[src/rtl/rmwh_pkg.sv]
`timescale 1ns / 1ps
// ----------------------------------------------------------------------------
// rmwh_pkg
// Shared constants, codes and controller/datapath interface types for the
// ray marching wall height block.
// ----------------------------------------------------------------------------
package rmwh_pkg;

   localparam int GRID_DIM   = 64;
   localparam int CELL_BITS  = $clog2(GRID_DIM);
   localparam int ADDR_BITS  = 2 * CELL_BITS;
   localparam int GRID_CELLS = GRID_DIM * GRID_DIM;
   localparam int ANGLE_BITS = 12;

   // Positions hold start plus up to 1024 steps of under one cell each.
   localparam int POS_BITS   = 28;
   localparam int MAG_BITS   = 17;
   localparam int MUL_BITS   = 27;
   localparam int PROD_BITS  = 2 * MUL_BITS;
   localparam int SQ_BITS    = 54;
   localparam int DIST_BITS  = 27;
   localparam int SQRT_ITERS = 27;
   localparam int DIV_ITERS  = 32;
   localparam int TRIG_STEPS = 10;

   localparam logic [MAG_BITS-1:0] ONE_Q16 = 17'h10000;
   localparam logic [MAG_BITS-1:0] SIN_C1  = 17'd102944;
   localparam logic [MAG_BITS-1:0] SIN_C3  = 17'd42334;
   localparam logic [MAG_BITS-1:0] SIN_C5  = 17'd4926;

   typedef enum logic [2:0] {
      CSR_MAP_WIDTH    = 3'd0,
      CSR_MAP_HEIGHT   = 3'd1,
      CSR_MAX_STEPS    = 3'd2,
      CSR_HEIGHT_SCALE = 3'd3,
      CSR_STEP_LENGTH  = 3'd4
   } csr_index_type;

   typedef enum logic [3:0] {
      ST_CLEAR,
      ST_IDLE,
      ST_WRITE,
      ST_TRIG,
      ST_FETCH,
      ST_MARCH,
      ST_SQ0,
      ST_SQ1,
      ST_SQRT,
      ST_DINIT,
      ST_DIV,
      ST_DONE
   } state_type;

   typedef struct packed {
      logic       clr_en;
      logic       load;
      logic       mem_wr;
      logic       trig_en;
      logic [3:0] trig_step;
      logic       march_init;
      logic       march_en;
      logic       sq0;
      logic       sq1;
      logic       sqrt_en;
      logic       div_init;
      logic       div_en;
      logic       rsp_load;
   } cmd_type;

   typedef struct packed {
      logic clr_last;
      logic wall;
      logic steps_over;
      logic sqrt_last;
      logic div_last;
      logic rsp_busy;
   } status_type;

endpackage

[src/rtl/rmwh_ctrl.sv]
`timescale 1ns / 1ps
// ----------------------------------------------------------------------------
// rmwh_ctrl
// Sequencer for the grid clear, cell writes and the ray phases: sine and
// cosine, marching, distance squares, square root, division and result.
// ----------------------------------------------------------------------------
module rmwh_ctrl
   import rmwh_pkg::*;
(
   input  logic       clock,
   input  logic       reset,
   input  logic       req_valid,
   input  logic       req_action,
   output logic       req_ready,
   input  status_type status,
   output cmd_type    cmd
);

   state_type  state_ff, state_in;
   logic [3:0] tstep_ff, tstep_in;

   always_ff @(posedge clock) begin
      if (reset) begin
         state_ff <= ST_CLEAR;
         tstep_ff <= '0;
      end else begin
         state_ff <= state_in;
         tstep_ff <= tstep_in;
      end
   end

   always_comb begin
      state_in = state_ff;
      case (state_ff)
         ST_CLEAR: if (status.clr_last) state_in = ST_IDLE;
         ST_IDLE: begin
            if (req_valid) state_in = req_action ? ST_TRIG : ST_WRITE;
         end
         ST_WRITE: state_in = ST_IDLE;
         ST_TRIG: if (tstep_ff == 4'(TRIG_STEPS - 1)) state_in = ST_FETCH;
         ST_FETCH: state_in = ST_MARCH;
         ST_MARCH: if (status.wall || status.steps_over) state_in = ST_SQ0;
         ST_SQ0: state_in = ST_SQ1;
         ST_SQ1: state_in = ST_SQRT;
         ST_SQRT: if (status.sqrt_last) state_in = ST_DINIT;
         ST_DINIT: state_in = ST_DIV;
         ST_DIV: if (status.div_last) state_in = ST_DONE;
         ST_DONE: if (!status.rsp_busy) state_in = ST_IDLE;
         default: state_in = ST_CLEAR;
      endcase
   end

   always_comb begin
      cmd       = '0;
      req_ready = 1'b0;
      tstep_in  = '0;
      cmd.trig_step = tstep_ff;
      case (state_ff)
         ST_CLEAR: cmd.clr_en = 1'b1;
         ST_IDLE: begin
            req_ready = 1'b1;
            cmd.load  = req_valid;
         end
         ST_WRITE: cmd.mem_wr = 1'b1;
         ST_TRIG: begin
            cmd.trig_en = 1'b1;
            tstep_in    = tstep_ff + 4'd1;
         end
         ST_FETCH: cmd.march_init = 1'b1;
         ST_MARCH: cmd.march_en = 1'b1;
         ST_SQ0: cmd.sq0 = 1'b1;
         ST_SQ1: cmd.sq1 = 1'b1;
         ST_SQRT: cmd.sqrt_en = 1'b1;
         ST_DINIT: cmd.div_init = 1'b1;
         ST_DIV: cmd.div_en = 1'b1;
         ST_DONE: cmd.rsp_load = !status.rsp_busy;
         default: cmd = '0;
      endcase
   end

endmodule

[config.mk]
export PLATFORM = sky130hd
export DESIGN_NAME = rmwh_ctrl
export DESIGN_NICKNAME = d
export VERILOG_FILES = /design/src/rtl/rmwh_pkg.sv /design/src/rtl/rmwh_ctrl.sv
export SDC_FILE = /design/constraint.sdc
export NUM_CORES = 1
export LEC_CHECK = 0
export BUFFER_PORTS_ARGS = -buffer_cell sky130_fd_sc_hd__buf_4
export CAP_MARGIN = 5
export CORE_AREA = 2 2 47 49
export CTS_CLUSTER_SIZE = 16
export DETAILED_ROUTE_END_ITERATION = 16
export DIE_AREA = 0 0 49 51
export GPL_ROUTABILITY_DRIVEN = 1
export GPL_TIMING_DRIVEN = 0
export PLACE_DENSITY = 0.7
export SYNTH_ARGS = -nofsm -noshare
export SYNTH_HDL_FRONTEND = slang
export SYNTH_SLANG_ARGS = --single-unit
[constraint.sdc]
create_clock -name clock -period 1.65 [get_ports clock]
set_clock_uncertainty 0.15 [all_clocks]
set_input_delay 0.4125 -clock clock [delete_from_list [all_inputs] [get_ports clock]]
set_output_delay 0.4125 -clock clock [all_outputs]
set_load 0.01 [all_outputs]
## Word-level counts from Yosys, hierarchy flattened

Index checks and enable logic that the tools add are counted.

- Bits in registers: 8
- Latch bits: 0
- RAM bits: 0
- Memory bits (read-only): 0
- Output and inout bits: 17
- Memories: 0

- $add $sub $neg: 1
- Multiply operators: 0
- Divide/modulo/power cells: 0
- Magnitude comparators: 0
- Equality and inequality tests: 19
- Shift-type cells: 0
- Mux-type cells: 23
- Bitwise gates (word level): 1
- Reductions and logical operators: 6

Operators with widths:

| operator | number |
|---|---|
| one-hot mux 4 bit (12 select lines) | 1 |
| two-way mux 4 bit | 8 |
| equality test 4 bit (second input constant) | 5 |
| equality test 4 x 3 -> 1 bit (second input constant) | 4 |
| two-way mux 1 bit | 14 |
| != test 2 bit (second input constant) | 7 |
| OR reduction 12 bit | 1 |
| equality test 4 x 2 -> 1 bit (second input constant) | 2 |
| AND reduction 7 bit | 1 |
| adder 4 x 1 -> 4 bit (second input constant) | 1 |
| equality test 4 x 1 -> 1 bit (second input constant) | 1 |
| logical NOT 4 bit | 1 |
| OR reduction 2 bit | 1 |
| logical NOT 1 bit | 1 |
| logical OR 1 bit | 1 |
| inverter 1 bit | 1 |

## Longest topological paths before layout

Gate-level depths: netlist of the first run.

- Word-level depth: 3
- Depth in mapped cells: 6
- Mapped depth without buffers: 6

## Worst setup path before layout of the first run

Ideal clock, no wire load.

- Kind: reg-to-reg
- Start: reg state_ff[0]
- End: reg state_ff[1]
- Library setup time: 74 ps
- Arrival: 1533 ps
- Path slack: -107 ps
- Stages on the path, launching flop included: 6
- Path through: dfxtp_1 buf_6 and4bb_4 a22o_1 or4_1 a31oi_1

- Cells in the longest elaborated chain, start to end: 3
- Elaborated cells between the ends (all ways): 21

Ends and longest elaborated chain:

| element | RTL line | RTL |
|---|---|---|
| start, declared | rmwh_ctrl.sv:19 | `state_type state_ff, state_in;` |
| start signal, assigned | rmwh_ctrl.sv:27 | `state_ff <= state_in;` |
| equality test 4 x 3 -> 1 bit, or another cell as far along | rmwh_ctrl.sv:34 | `case (state_ff)` |
| != test 2 bit (no source line) | - |  |
| AND reduction 7 bit (no source line) | - |  |

Parallel ways exist; a longest one is shown, timed or not.
A chain may end at the register's enable or synchronous reset.

==> results of run 1 <==
## cells in the mapped netlist, types with 2 or more instances
cell and count:
a21oi_1 9, dfxtp_1 8, nor2_1 8, nor3_1 5, and2_1 4, nand2_1 4, nand2b_1 4, buf_6 3
clkbuf_1 3, inv_1 3, o31ai_1 3, a22oi_1 2, ha_1 2, nand4_1 2, or4_1 2
## power by group through the flow
stage / combinational [mW] / sequential, mW / clock, mW
6_report: 0.561 / 0.214 / 0.153
3_5_place_dp: 0.299 / 0.217 / 0
3_3_place_gp: 0.293 / 0.217 / 0
5_1_grt: 0.586 / 0.215 / 0.172
4_1_cts: 0.475 / 0.214 / 0.158
2_1_floorplan: 0.204 / 0.216 / 0
## worst min-delay path by stage
stage	from	end	slack (ns)	cells after the start
6_report	reset	state_ff[2]$_SDFFE_PP0P_	0.21	2
4_1_cts	reset	state_ff[2]$_SDFFE_PP0P_	0.19	2
3_3_place_gp	tstep_ff[0]$_SDFF_PP0_	tstep_ff[0]$_SDFF_PP0_	0.32	1
5_1_grt	reset	state_ff[2]$_SDFFE_PP0P_	0.19	2
3_5_place_dp	tstep_ff[0]$_SDFF_PP0_	tstep_ff[0]$_SDFF_PP0_	0.33	1
2_1_floorplan	tstep_ff[0]$_SDFF_PP0_	tstep_ff[0]$_SDFF_PP0_	0.29	1
## per-stage QoR
step	power, mW	hold WS, ns	area [um^2]
2_1_floorplan	0.420	0.291	672
3_3_place_gp	0.509	0.321	902
3_5_place_dp	0.516	0.333	902
4_1_cts	0.847	0.191	1280
5_1_grt	0.973	0.192	1400
6_report	0.928	0.210	1400
## cell families (layout without fill, tap and decap cells)
group,after synthesis,in the layout,share of synthesized area [%]
AO/OA/AOI/OAI,22,22,22.5
buffers and inverters,11,56,9.81
XOR/XNOR,2,2,2.64
flip-flops,8,8,24.2
adder cells (fa/ha/maj),2,2,3.77
multiplexers,1,1,1.51
AND/OR/NAND/NOR,38,38,35.7
## flip-flops by register name (all words and copies together) (netlist names)
| signal | cells |
|---|---|
| state_ff | 4 |
| tstep_ff | 4 |
## layer usage
metal	global-route usage, %	vias to the layer above
li1	-	400
met1	24.2	418
met2	37.9	48
met3	5.85	14
met4	9.52	0
met5	0	-
## cell usage in the layout (no fill, tap or decap), drive strengths merged, types with 2 or more instances in the layout
| cell type | count |
|---|---|
| or4 | 2 |
| buf | 47 |
| nand2b | 4 |
| nand4 | 2 |
| inv | 3 |
| ha | 2 |
| o31ai | 3 |
| dfxtp | 8 |
| and2 | 4 |
| a21oi | 9 |
| nor3 | 5 |
| a22oi | 2 |
| nand2 | 4 |
| nor2 | 8 |
| clkbuf | 6 |
## what timing repair did
| action | in CTS | in global routing |
|---|---|---|
| endpoints found under the setup margin | 21 | 22 |
| pin swaps | 8 | 13 |
| buffers inserted | 12 | 2 |
| gates cloned | 2 | 0 |
| resized for setup | 51 | 22 |
## area by class of cell
type / count / area, um^2 / area share, %
clock buffers: 3 / 22.5 / 1.61
flip-flops and latches: 8 / 166 / 11.9
multi-input cells: 65 / 649 / 46.4
repair buffers: 42 / 367 / 26.2
well taps: 28 / 35.0 / 2.50
inverters: 3 / 11.3 / 0.805
plain buffers: 8 / 148 / 10.6
## worst max-delay path: cells and delay by family (launching register included)
kind	cells	cell delay (ns)
buffers and inverters	3	0.46
flip-flops	1	0.36
AND/OR/NAND/NOR	2	0.31
==> results.md, run 1 <==
* Share of cells above drive strength 1 at 69.8%
* Cell count after synthesis at 84
* Post-DP HPWL at 1340 um
* Yosys top cell area share at 24.2%
* Slew at the pin closest to its max-slew limit at 0.264 ns
* Gr usage total at 21.4%
* Peak supply drop at 0.000479 V
* Clock power frac at 16.5%
* Metal2 WL at 1630 um
* # IOs at 27
* Area Overhead vs Synth at 111%
* Site Rows at 17
* RePlAce Congestion at 0.797
* Initial Util at 32.1%
* DP Worst Slack at -0.214 ns
* Hold-fix buffers, CTS at 0
* CTS Root Cell: clkbuf_4
* Comb power frac at 60.5%
* Layout Nets at 143
* Synth Flop Type: dfxtp_1
* Synth Register Bits at 8
* CTS Sinks at 8
* Initial antenna violation count at 0
* Syn Nets at 96
* Die height at 51 um
* Die area at 2500 um^2
* Starting DRT DRC Count at 15
* Hold WC Path Type: in2reg
* Final Cycle Share at 118%
* Clk slew on worst S/H paths at 0.05 ns
* Register area share after synthesis at 24.2%
* Largest net degree at the start of global routing at 11
* Post-Layout Cell Count at 157
* H-tree levels at 1
* R2R Setup Slk at -0.22 ns
* CP Max Fanout at 7
* Port buffer count at 26
* Post-Syn Area at 663 um^2
* Status: complete, but fails checks
* Fillers at 154
* Synth area leader: dfxtp_1
* Utilization after layout at 67.8%
* RSZ-0062 raised after global routing: yes
* Post-synth EDFFs at 0
* Sw frac at 36.2%
* CP required at 1.09 ns
* Failing checks: setup timing
* Synth warn at 0
* Synth area leaders: dfxtp_1 (24%), a21oi_1 (6.8%), buf_6 (5.1%), nor2_1 (4.5%), and2_1 (3.8%)
* Wirelength per Cell at 18.9 um
* Core area at 2060 um^2
* Slowest CP cell: dfxtp_4
* Placed cell count at 138
* WP data arrival at 1.38 ns
* Worst setup margin at -0.292 ns
* Setup TNS at -3.42 ns
* Worst slew margin at 82.3%
* Max Cap Viol at 0
* FMAX at 0.515 GHz
* CP startpoint kind: register
* Ys async rst share at 0%
* Crit path from: state_ff[2]$_SDFFE_PP0P_
* Setup crit end: cmd[0]
* Reg2Reg Depth at 6
* Worst flop-to-flop path startpoint: state_ff[1]$_SDFFE_PP0P_
* Hold Fails Final Rpt at 0
* Critical-path cell list: buf_8, clkbuf_16, nand2b_4, nor3_2, buf_4
* M1 WL at 1080 um
* Setup crit end kind: output pin
* Power Dens Cells at 663 nW/um^2
* Max layer used: met4
* Leak Pwr at 0.598 nW
* Met3 WL post-DR at 147 um
* Clk Latency, worst-skew pair at 0.26 ns
* Worst path max stage delay at 0.36 ns
* Reg-to-reg endpoint: state_ff[1]$_SDFFE_PP0P_
* Ant. Diodes at 0
* Final setup vio count at 21
* TritonCTS Buffers at 3
* Avg Synthesized Cell Area at 7.89 um^2
* First-pass GRT wire length at 4040 um
* Clk buf depth at 2
* DR vias at 880
* DR DRC count at 0
* Synth unique cells at 37
* Avg Vias per Cell at 5.61
* Max-slew violations at 0
* Crit path kind: reg2out
* Drt pass-1 iters at 4
* Fin crit period at 1.94 ns
* Die X at 49 um
* Net load switching power at 0.336 mW
* Total internal power at 0.592 mW
* Seq pwr share at 23.0%
* GRT overflow at 0
* Final antenna-violating net count at 0
* Number of global-route vias before repair at 864
* CTS tree: built
* Routed WL at 2970 um
No activity file was read; power rests on OpenSTA's default activity.
==> run 2, diff against run 1 <==
--- a/config.mk
+++ b/config.mk
@@ -5,15 +5,16 @@
 export SDC_FILE = /design/constraint.sdc
 export NUM_CORES = 1
 export LEC_CHECK = 0
+export ABC_AREA = 0
 export BUFFER_PORTS_ARGS = -buffer_cell sky130_fd_sc_hd__buf_4
 export CAP_MARGIN = 5
-export CORE_AREA = 2 2 47 49
+export CORE_AREA = 2 2 43 45
 export CTS_CLUSTER_SIZE = 16
 export DETAILED_ROUTE_END_ITERATION = 16
-export DIE_AREA = 0 0 49 51
+export DIE_AREA = 0 0 45 47
 export GPL_ROUTABILITY_DRIVEN = 1
 export GPL_TIMING_DRIVEN = 0
-export PLACE_DENSITY = 0.7
+export PLACE_DENSITY = 0.81
 export SYNTH_ARGS = -nofsm -noshare
 export SYNTH_HDL_FRONTEND = slang
 export SYNTH_SLANG_ARGS = --single-unit
==> results.md, run 2 (synthesis results as in run 1) <==
* Status: complete, but fails checks
* Failing checks: setup timing
* CTS Root Cell: clkbuf_4
* FMAX at 0.522 GHz
* Hold WC Path Type: in2reg
* Die height at 47 um
* Leak Pwr at 0.606 nW
* Clk slew on worst S/H paths at 0.06 ns
* CP Max Fanout at 5
* Slew at the pin closest to its max-slew limit at 0.357 ns
* Sequential Area at 169 um^2
* Area occupied by multi-input gates at 638 um^2
* WP data arrival at 1.93 ns
* Core area at 1650 um^2
* Clock power frac at 15.4%
* TritonCTS Buffers at 3
* Worst slew margin at 76.2%
* Worst setup margin at -0.265 ns
* Site Rows at 15
* Post-DP HPWL at 1280 um
* CTS tree: built
* Initial antenna violation count at 0
* Post-Layout Cell Count at 152
* Fin crit period at 1.91 ns
* Final setup vio count at 21
* First-pass GRT wire length at 4300 um
* Wirelength per Cell at 20.1 um
* Largest registers: state_ff x4, tstep_ff x4
* Crit path kind: reg2reg
* Slowest CP cell: or4_1
* Fillers at 92
* Total internal power at 0.600 mW
* Die X at 45 um
* Critical-path cell list: buf_6, mux2i_2, a32o_2, or4_1, a31oi_1
* Gr usage total at 28.8%
* Max-slew violations at 0
* Most common cell after layout, fill and taps aside: buf_4
* Seq pwr share at 24.1%
* DP Worst Slack at -0.231 ns
* Starting DRT DRC Count at 29
* WHS at 0.222 ns
* Worst path max stage delay at 0.55 ns
* Share of cells above drive strength 1 at 71.9%
* Net load switching power at 0.352 mW
* Largest net degree at the start of global routing at 9
* Number of global-route vias before repair at 889
* Drt pass-1 iters at 4
* Area Overhead vs Synth at 110%
* # IOs at 27
* Power Dens Cells at 683 nW/um^2
* Comb power frac at 60.5%
* H-tree levels at 1
* DR DRC count at 0
* Avg Vias per Cell at 6.11
* CTS Sinks at 8
* Port buffer count at 26
* Setup crit end kind: register
* CP required at 1.66 ns
* Sw frac at 37.0%
* Clk buf depth at 2
* Hold Fails Final Rpt at 0
* CP startpoint kind: register
* Initial Util at 40.2%
* Layout Nets at 149
* Die area at 2120 um^2
* Ant. Diodes at 0
* Commonest cells after routing, fill and taps aside: buf_4 (34), buf_6 (14), nor2_1 (6)
* RePlAce Congestion at 0.739
* Max Cap Viol at 0
* Placed cell count at 127
* Final Cycle Share at 116%
* GRT overflow at 0
* Routed WL at 3060 um
* Final antenna-violating net count at 0
* DR vias at 929
* Clk Latency, worst-skew pair at 0.25 ns
* Hold-fix buffers, CTS at 0
* RSZ-0062 raised after global routing: yes
* Peak supply drop at 0.000739 V
==> run 2: worst paths after layout <==
check,startpoint,end,slack (ns),cells after the start
max reg2reg,state_ff[1]$_SDFFE_PP0P_,state_ff[1]$_SDFFE_PP0P_,-0.26,5
max,state_ff[1]$_SDFFE_PP0P_,state_ff[1]$_SDFFE_PP0P_,-0.26,5
min reg2reg,tstep_ff[0]$_SDFF_PP0_,tstep_ff[0]$_SDFF_PP0_,0.31,1
min,reset,state_ff[2]$_SDFFE_PP0P_,0.22,2
==> run 2: cell type report <==
class / instances / share of cell area, %
Buffer: 7 / 8.09
Sequential cell: 8 / 12.1
Multi-Input combinational cell: 65 / 45.8
Clock buffer: 3 / 1.62
Tap cell: 17 / 1.53
Timing Repair Buffer: 49 / 30.0
Inverter: 3 / 0.809
==> run 2: metal layers <==
| layer | up-vias | routed length (um) | global-route usage (%) |
|---|---|---|---|
| li1 | 414 | - | - |
| met1 | 454 | 1250 | 34.2 |
| met2 | 51 | 1580 | 51.4 |
| met3 | 10 | 136 | 4.23 |
| met4 | 0 | 91 | 12.9 |
| met5 | - | 0 | 0 |
==> run 2: power by group through the flow <==
stage / clock, mW / sequential (mW) / combinational, mW
after detailed placement: 0 / 0.217 / 0.298
after CTS: 0.159 / 0.216 / 0.499
after global routing: 0.165 / 0.229 / 0.596
after global placement: 0 / 0.216 / 0.289
after floorplan: 0 / 0.216 / 0.204
final: 0.147 / 0.229 / 0.576
==> run 2: worst max-delay path: cells and delay by family, from the launching register on <==
family          cells  cell delay (ns)
simple gates        1             0.55
compound gates      2             0.47
flops               1             0.38
mux                 1             0.15
buf+inv             1             0.13
==> run 2: metrics by stage <==
stage | setup TNS, ns | util (%) | instance area [um^2] | power (mW)
2_1_floorplan | -0.0315 | - | 672 | 0.420
3_3_place_gp | -1.34 | 53.8 | 888 | 0.505
3_5_place_dp | -2.00 | 53.8 | 888 | 0.515
4_1_cts | -2.88 | 78.8 | 1300 | 0.875
5_1_grt | -3.96 | 84.3 | 1390 | 0.990
6_report | -3.13 | 84.3 | 1390 | 0.951
==> run 2: timing repair <==
item | 4_1_cts | 5_1_grt
hold endpoints to repair | 0 | 0
gates resized for setup | 58 | 14
cloned | 3 | 0
setup endpoints to repair | 21 | 21
setup buffers | 15 | 5
pin swaps | 20 | 11
==> run 3, diff against run 2 <==
--- a/config.mk
+++ b/config.mk
@@ -15,6 +15,7 @@
 export GPL_ROUTABILITY_DRIVEN = 1
 export GPL_TIMING_DRIVEN = 0
 export PLACE_DENSITY = 0.81
+export SETUP_SLACK_MARGIN = 0.1
 export SYNTH_ARGS = -nofsm -noshare
 export SYNTH_HDL_FRONTEND = slang
 export SYNTH_SLANG_ARGS = --single-unit
==> results.md, run 3 (synthesis results as in run 1) <==
* Status: complete, but fails checks
* Failing checks: setup timing
* Total power draw at 0.917 mW
* H-tree levels at 1
* Most common cell after layout, fill and taps aside: buf_4
* Largest registers: state_ff x4, tstep_ff x4
* Port buffer count at 26
* # IOs at 27
* Max-slew violations at 0
* Avg Vias per Cell at 6.05
* Fin crit period at 1.94 ns
* CP required at 1.68 ns
* Starting DRT DRC Count at 53
* WP data arrival at 1.97 ns
* Hold WC Path Type: in2reg
* Worst setup margin at -0.290 ns
* DR vias at 913
* Placed cell count at 127
* Core area at 1650 um^2
* Clk slew on worst S/H paths at 0.06 ns
* Routed WL at 2840 um
* GRT overflow at 0
* Hold Fails Final Rpt at 0
* Clk Latency, worst-skew pair at 0.25 ns
* Area Overhead vs Synth at 103%
* Share of cells above drive strength 1 at 64.9%
* Initial antenna violation count at 0
* RePlAce Congestion at 0.764
* DR DRC count at 0
* Leak Pwr at 0.593 nW
* Max Cap Viol at 0
* Top delay family on crit path: simple AND/OR/NAND/NOR gates
* Site Rows at 15
* CTS tree: built
* Ant. Diodes at 0
* Die area at 2120 um^2
* Crit path kind: reg2reg
* First-pass GRT wire length at 4070 um
* Gr usage total at 27.0%
* Wirelength per Cell at 18.8 um
* CTS Sinks at 8
* Slew at the pin closest to its max-slew limit at 0.331 ns
* Post-DP HPWL at 1340 um
* Final Cycle Share at 118%
* Utilization after layout at 81.5%
* Setup crit end kind: register
* CTS Root Cell: clkbuf_4
* Die X at 45 um
* Critical-path cell list: buf_6, buf_12, mux2i_1, a32o_2, or4_1, a31oi_2
* Clk buf depth at 2
* Initial Util at 40.2%
* FMAX at 0.515 GHz
* Peak supply drop at 0.000614 V
* Layout Nets at 148
* Final setup vio count at 21
* Largest net degree at the start of global routing at 11
* CP startpoint kind: register
* Worst path max stage delay at 0.55 ns
* WP buf/inv at 2
* Slowest CP cell: or4_1
* CP Max Fanout at 6
* Die height at 47 um
* Post-Layout Cell Count at 151
* RSZ-0062 raised after global routing: yes
* TritonCTS Buffers at 3
* Commonest cells after routing, fill and taps aside: buf_4 (35), buf_6 (14), a21oi_1 (7)
* Number of global-route vias before repair at 861
* Final antenna-violating net count at 0
* Worst slew margin at 77.6%
* Power Dens Cells at 681 nW/um^2
* Setup TNS at -3.87 ns
* Drt pass-1 iters at 4
## run 3: layout make-up
cell class	instances	area (um^2)
Buffer	8	125
Clock buffer	3	22.5
Fill cell	90	305
Inverter	3	11.3
Multi-Input combinational cell	65	603
Sequential cell	8	163
Tap cell	17	21.3
Timing Repair Buffer	47	400
## run 3: routing by layer
| metal | wire length [um] | GRT usage (%) |
|---|---|---|
| met3 | 230 | 5.77 |
| met1 | 1100 | 32.9 |
| met5 | 0 | 0 |
| met4 | 33 | 8.82 |
| met2 | 1480 | 47.4 |
## run 3: worst register-to-register path: cells and delay by family (launching register included)
| kind | cells | cell delay [ns] |
|---|---|---|
| flops | 1 | 0.30 |
| mux | 1 | 0.13 |
| compound gates | 2 | 0.48 |
| simple gates | 1 | 0.55 |
| buf+inv | 2 | 0.25 |
## run 3: metrics by stage
stage | worst slack [ns] | instance area [um^2] | hold slack, ns
5_1_grt | -0.318 | 1350 | 0.209
3_3_place_gp | -0.116 | 951 | 0.319
6_report | -0.290 | 1350 | 0.217
3_5_place_dp | -0.139 | 951 | 0.322
2_1_floorplan | -0.00774 | 734 | 0.291
4_1_cts | -0.287 | 1230 | 0.199
## run 3: final timing paths
path	start	to	slack (ns)	depth (start not counted)
hold reg to reg	tstep_ff[0]$_SDFF_PP0_	tstep_ff[0]$_SDFF_PP0_	0.33	1
setup / recovery	state_ff[1]$_SDFFE_PP0P_	state_ff[1]$_SDFFE_PP0P_	-0.29	6
setup reg to reg	state_ff[1]$_SDFFE_PP0P_	state_ff[1]$_SDFFE_PP0P_	-0.29	6
hold / removal	reset	state_ff[3]$_SDFFE_PP0P_	0.22	2
## run 3: timing repair
| item | in CTS | in global routing |
|---|---|---|
| pin swaps | 5 | 2 |
| hold buffers | 0 | 0 |
| gates resized for setup | 27 | 18 |
| gates cloned | 1 | 0 |
| endpoints found under the setup margin | 21 | 25 |
| setup buffers | 15 | 5 |
## run 3: report_power, final
part           internal [mW]  switching [mW]  total [mW]  leakage (nW)
Clock                 0.0832          0.0661       0.149        0.0138
Sequential             0.206         0.00716       0.214        0.0659
Combinational          0.296           0.258       0.554         0.513
